==> src/hw/rtl/khvi_pkg.sv <==
// Shared types and constants for the keyframe Hermite vector interpolator.
// No dependencies; imported by khvi_ctrl, khvi_datapath and the top level.
package khvi_pkg;

   localparam int MAX_KEYS = 256;
   localparam int ADDR_W   = $clog2(MAX_KEYS);
   localparam int COUNT_W  = 9;
   localparam int KEY_W    = 32;
   localparam int FRAC_W   = 17;
   localparam int DIFF_W   = KEY_W + 1;
   localparam int OPA_W    = 36;   // multiplier operand: keys x4 and Q18 tangents
   localparam int OPB_W    = 28;   // multiplier operand: Q24 weights or fraction
   localparam int PROD_W   = OPA_W + OPB_W;
   localparam int ACC_W    = PROD_W + 2;
   localparam int WSUM_W   = 53;   // exact Q48 basis sums
   localparam int STEP_W   = 3;

   localparam logic [FRAC_W-1:0] FRAC_ONE = FRAC_W'(65536);
   localparam logic [STEP_W-1:0] FETCH_LAST  = STEP_W'(3);
   localparam logic [STEP_W-1:0] SPLINE_LAST = STEP_W'(7);
   localparam logic [STEP_W-1:0] LINEAR_LAST = STEP_W'(0);

   typedef enum logic {
      CMD_WRITE = 1'b0,
      CMD_EVAL  = 1'b1
   } command_type;

   typedef enum logic [2:0] {
      ST_IDLE,
      ST_FETCH,
      ST_PREP,
      ST_MAC,
      ST_DRAIN,
      ST_DONE
   } state_type;

   typedef struct packed {
      logic              write;
      logic              load;
      logic              fetch;
      logic              prep;
      logic              mul_en;
      logic [STEP_W-1:0] step;
      logic              out_load;
   } ctrl_cmd_type;

   typedef struct packed {
      logic spline;
      logic few;
   } dp_status_type;

endpackage

==> src/hw/rtl/khvi_ctrl.sv <==
// Sequencer for the interpolator: accepts requests, steps fetch, prep, MAC and output.
// Depends on khvi_pkg; drives khvi_datapath through ctrl_cmd_type.
module khvi_ctrl import khvi_pkg::*; (
   input  logic          clock,
   input  logic          reset,
   input  logic          req_valid,
   input  logic          req_command,
   output logic          req_ready,
   output logic          rsp_valid,
   input  logic          rsp_ready,
   input  dp_status_type status,
   output ctrl_cmd_type  cmd
);

   state_type         state_ff, state_in;
   logic [STEP_W-1:0] cnt_ff, cnt_in;
   logic              rsp_valid_ff, rsp_valid_in;
   logic              out_free;

   assign out_free = !rsp_valid_ff || rsp_ready;

   always_comb begin
      state_in = state_ff;
      cnt_in   = cnt_ff;
      case (state_ff)
         ST_IDLE: begin
            cnt_in = '0;
            if (req_valid && req_command == CMD_EVAL) state_in = ST_FETCH;
         end
         ST_FETCH: begin
            if (cnt_ff == FETCH_LAST) begin
               state_in = ST_PREP;
               cnt_in   = '0;
            end else begin
               cnt_in = cnt_ff + 1'b1;
            end
         end
         ST_PREP: begin
            cnt_in   = '0;
            state_in = status.few ? ST_DONE : ST_MAC;
         end
         ST_MAC: begin
            if (cnt_ff == (status.spline ? SPLINE_LAST : LINEAR_LAST)) begin
               state_in = ST_DRAIN;
               cnt_in   = '0;
            end else begin
               cnt_in = cnt_ff + 1'b1;
            end
         end
         ST_DRAIN: state_in = ST_DONE;
         ST_DONE: begin
            if (out_free) state_in = ST_IDLE;
         end
         default: begin
            state_in = ST_IDLE;
            cnt_in   = '0;
         end
      endcase
   end

   always_comb begin
      req_ready    = (state_ff == ST_IDLE);
      cmd.write    = (state_ff == ST_IDLE) && req_valid && req_command == CMD_WRITE;
      cmd.load     = (state_ff == ST_IDLE) && req_valid && req_command == CMD_EVAL;
      cmd.fetch    = (state_ff == ST_FETCH);
      cmd.prep     = (state_ff == ST_PREP);
      cmd.mul_en   = (state_ff == ST_MAC);
      cmd.step     = cnt_ff;
      cmd.out_load = (state_ff == ST_DONE) && out_free;
      rsp_valid_in = cmd.out_load ? 1'b1 : (rsp_ready ? 1'b0 : rsp_valid_ff);
   end

   assign rsp_valid = rsp_valid_ff;

   always_ff @(posedge clock) begin
      if (reset) begin
         state_ff     <= ST_IDLE;
         cnt_ff       <= '0;
         rsp_valid_ff <= 1'b0;
      end else begin
         state_ff     <= state_in;
         cnt_ff       <= cnt_in;
         rsp_valid_ff <= rsp_valid_in;
      end
   end

`ifndef SYNTH
   a_no_overwrite: assert property (@(posedge clock) disable iff (reset)
      cmd.out_load |-> (!rsp_valid_ff || rsp_ready))
      else $error("response overwritten while still pending");
   a_eval_busy: assert property (@(posedge clock) disable iff (reset)
      cmd.load |=> (!req_ready && state_ff == ST_FETCH))
      else $error("evaluate request did not start the fetch");
   a_fetch_cnt: assert property (@(posedge clock) disable iff (reset)
      (state_ff == ST_FETCH) |-> !cnt_ff[2])
      else $error("fetch counter out of range");
   a_mul_linear: assert property (@(posedge clock) disable iff (reset)
      (cmd.mul_en && !status.spline) |-> (cnt_ff == LINEAR_LAST))
      else $error("linear mode ran more than one product");
`endif

endmodule

==> config.mk <==
export PLATFORM = sky130hd
export DESIGN_NAME = khvi_ctrl
export DESIGN_NICKNAME = d
export VERILOG_FILES = /design/src/hw/rtl/khvi_pkg.sv /design/src/hw/rtl/khvi_ctrl.sv
export SDC_FILE = /design/constraint.sdc
export NUM_CORES = 1
export LEC_CHECK = 0
export ABC_CLOCK_PERIOD_IN_PS = 1880
export BUFFER_PORTS_ARGS = -buffer_cell sky130_fd_sc_hd__buf_2
export CAP_MARGIN = 15
export CORE_AREA = 8 8 45 47
export CTS_CLUSTER_SIZE = 30
export DETAILED_ROUTE_END_ITERATION = 12
export DIE_AREA = 0 0 53 55
export GPL_TIMING_DRIVEN = 0
export PLACE_DENSITY = 0.64
export SKIP_LAST_GASP = 1
export SLEW_MARGIN = 20
export SYNTH_ARGS = -nofsm -noshare
export SYNTH_HDL_FRONTEND = slang
export SYNTH_SLANG_ARGS = --single-unit
==> constraint.sdc <==
create_clock -name clock -period 1.88 [get_ports clock]
set_clock_uncertainty 0.15 [all_clocks]
set_input_delay 0.188 -clock clock [delete_from_list [all_inputs] [get_ports clock]]
set_output_delay 0.188 -clock clock [all_outputs]
set_load 0.02 [all_outputs]
==> flow_summary.toml <==
[sta]
maxClockFrequency_ghz = 0.580
fin_setup_tns_ns = 0
finalCriticalPeriod_ns = 1.72
drv_slew = 0
worst_slack_ns = 0.155
hold_viol = 0
final.period_utilization = 0.917
setup_viol = 0
max-slew-margin-rel = 0.754
rsz0062_at_grt = "no"
worstMarginPinSlew_ns = 0.369

[grt]
grt.overflow.total = 0
grt_pass1_wl_um = 1940
use_met2 = 0.146
met3_usage = 0.0107
grt_pass1_vias = 472
busiest_layer = "met2"
grtUsageTotal = 0.0887
gr-usage-met1 = 0.0994
grt_max_degree = 11
antenna_found_initial = 0

[die]
die_w_um = 53
die_area_um2 = 2920
die_h_um = 55
fp-row-count = 14
io_pins = 18
initial_core_util = 0.335
coreArea_um2 = 1380

[placed_design]
dp_slack_ns = 0.0856
portBuffers = 16
gp_congestion = 0.806
hpwl_um = 903

[layout]
area_growth_pct = 34.5
finish.net_count = 91
drive_gt1_frac = 0.375
final_common_cell = "buf_2"
diodes = 0
final_cell_mix = "buf_2 (19), dfxtp_1 (7), a21oi_1 (5)"

[logic_synthesis]
yosysSeqAreaShare = 0.302
synth_top_family_by_area = "simple AND/OR/NAND/NOR gates"
synth.area.mux_share = 0.0216
yosysWarnings = 0
synthSimpleGateAreaFrac = 0.296
syn-num-nets = 68
syn_inst = 58
ys_types = 29
avgSynthCellArea_um2 = 8.00
synth_compound_area_frac = 0.210
ys_ff_latch = 7
synth_adder_area_share = 0.0809
synth_xor_area_frac = 0
synth_area_um2 = 464

[clock_tree]
clockBufferDepth = 2
clock-root-buffer = "clkbuf_4"
numClockSinks = 7
tritoncts = "yes"
cts-hold-fix-buffers = 0
clk_latency_ns = 0.26
cts_made_buffers = 3
htree_levels = 1
path_clk_slew_ns = 0.06

[drt]
dr.pass1.iters = 4
ant_nets = 0
dr.first_iter.drc_count = 9
vias = 511
wl_per_cell_um = 12.7
via_per_inst = 5.32
routed_wl_um = 1220
drc = 0

[min_path]
hold_path_class = "in2reg"
min-delay-start = "status[0]"
whs_path_depth = 3
hold_end = "state_ff[2]$_SDFFE_PP0P_"

[power_and_ir_drop]
power.density_nw_per_um2 = 589
ir_drop_uv = 271
leakagePower_nw = 0.289

[critical_path]
timing.rr.start = "cnt_ff[0]$_SDFFE_PP0N_"
worstSetupPathType = "reg2reg"
rr_endpoint = "state_ff[0]$_SDFFE_PP0P_"
r2r_slack_ns = 0.16
critPathMaxFanout = 5
r2r_cells = 5
critPathLaunch = "cnt_ff[0]$_SDFFE_PP0N_"
end_kind = "register"
worstPathArrival_ns = 1.75
crit_required_ns = 1.90
startpoint_type = "register"

[status]
outcome = "complete, no violations"

[flow_run]
maxCapViolCount = 0
synthesized netlist by cell type:
| library cell | number | area [µm²] |
|---|---|---|
| nor2_1 | 4 | 15.0 |
| nand4_1 | 1 | 6.26 |
| dfxtp_1 | 7 | 140 |
| a211oi_1 | 2 | 15.0 |
| a221oi_1 | 1 | 8.76 |
| and3_1 | 1 | 6.26 |
| a31oi_1 | 2 | 12.5 |
| nand2_1 | 4 | 15.0 |
| ha_1 | 3 | 37.5 |
| nor3b_1 | 1 | 7.51 |
| inv_1 | 4 | 15.0 |
| nor3_1 | 2 | 10.0 |
| mux2i_1 | 1 | 10.0 |
| buf_2 | 3 | 15.0 |
| nand3_1 | 1 | 5.00 |
| nand3b_1 | 1 | 7.51 |
| nor4b_1 | 1 | 8.76 |
| and3b_1 | 2 | 17.5 |
| a21bo_1 | 1 | 10.0 |
| or3b_1 | 1 | 8.76 |
| o32ai_1 | 1 | 8.76 |
| or2_2 | 1 | 6.26 |
| nor2b_1 | 2 | 12.5 |
| a21o_1 | 1 | 7.51 |
| or4_4 | 1 | 11.3 |
| o21ai_0 | 2 | 10.0 |
| a21oi_1 | 5 | 25.0 |
| buf_4 | 1 | 7.51 |
| buf_1 | 1 | 3.75 |
timing repair:
item                       in CTS  in global routing
setup endpoints to repair       1                  5
resized for setup               1                  3
buffers inserted                0                  2
flip-flops by register name, summed over array words and instances (netlist names):
name       cells
cnt_ff         3
state_ff       3
rsp_valid      1
worst max path at each step:
stage                                          end  slack, ns  cells past startpoint
after floorplan                             cmd[8]       0.05                      4
after global routing                        cmd[0]       0.02                      6
after detailed placement  state_ff[0]$_SDFFE_PP0P_       0.09                      5
final                     state_ff[0]$_SDFFE_PP0P_       0.16                      5
after CTS                 state_ff[0]$_SDFFE_PP0P_       0.05                      5
after global placement    state_ff[0]$_SDFFE_PP0P_       0.09                      5
stage by stage:
step	hold slack, ns	total power, mW	instances	cell area [µm²]	utilization
floorplan	0.188	0.199	58	464	-
detailed placement	0.320	0.220	90	564	0.408
global placement	0.319	0.219	90	564	0.408
CTS	0.0476	0.364	94	593	0.429
global route	0.0695	0.385	96	624	0.451
finish	0.0421	0.368	96	624	0.451
power breakdown:
group          switching (mW)  internal (mW)  leakage, nW
clock network          0.0673         0.0818       0.0150
logic                  0.0377         0.0252        0.217
registers             0.00351          0.152       0.0567
total                   0.109          0.259        0.289
critical path: stages (launching register included):
cell and delay [ns]:
dfxtp_1 0.35, ha_1 0.23, ha_1 0.21, nor4b_2 0.31, a31oi_1 0.13, a221oi_1 0.27
kinds of logic after synthesis:
logic type / count (synthesis)
buf+inv: 9
flops: 7
fa+ha+maj: 3
mux: 1
simple gates: 23
compound gates: 15
final cells by class:
class	count	area [µm²]
fillers	152	759
flip-flops and latches	7	140
well taps	16	20.0
inverters	4	15.0
clock buffers	4	26.3
plain buffers	5	26.3
repair buffers	18	95.1
multi-input cells	42	302
routing by layer:
layer | vias up | part of all wire
li1 | 252 | -
met1 | 242 | 0.43
met2 | 12 | 0.50
met3 | 5 | 0.036
met4 | 0 | 0.034
met5 | - | 0
Power figures use the tool's default switching activity.
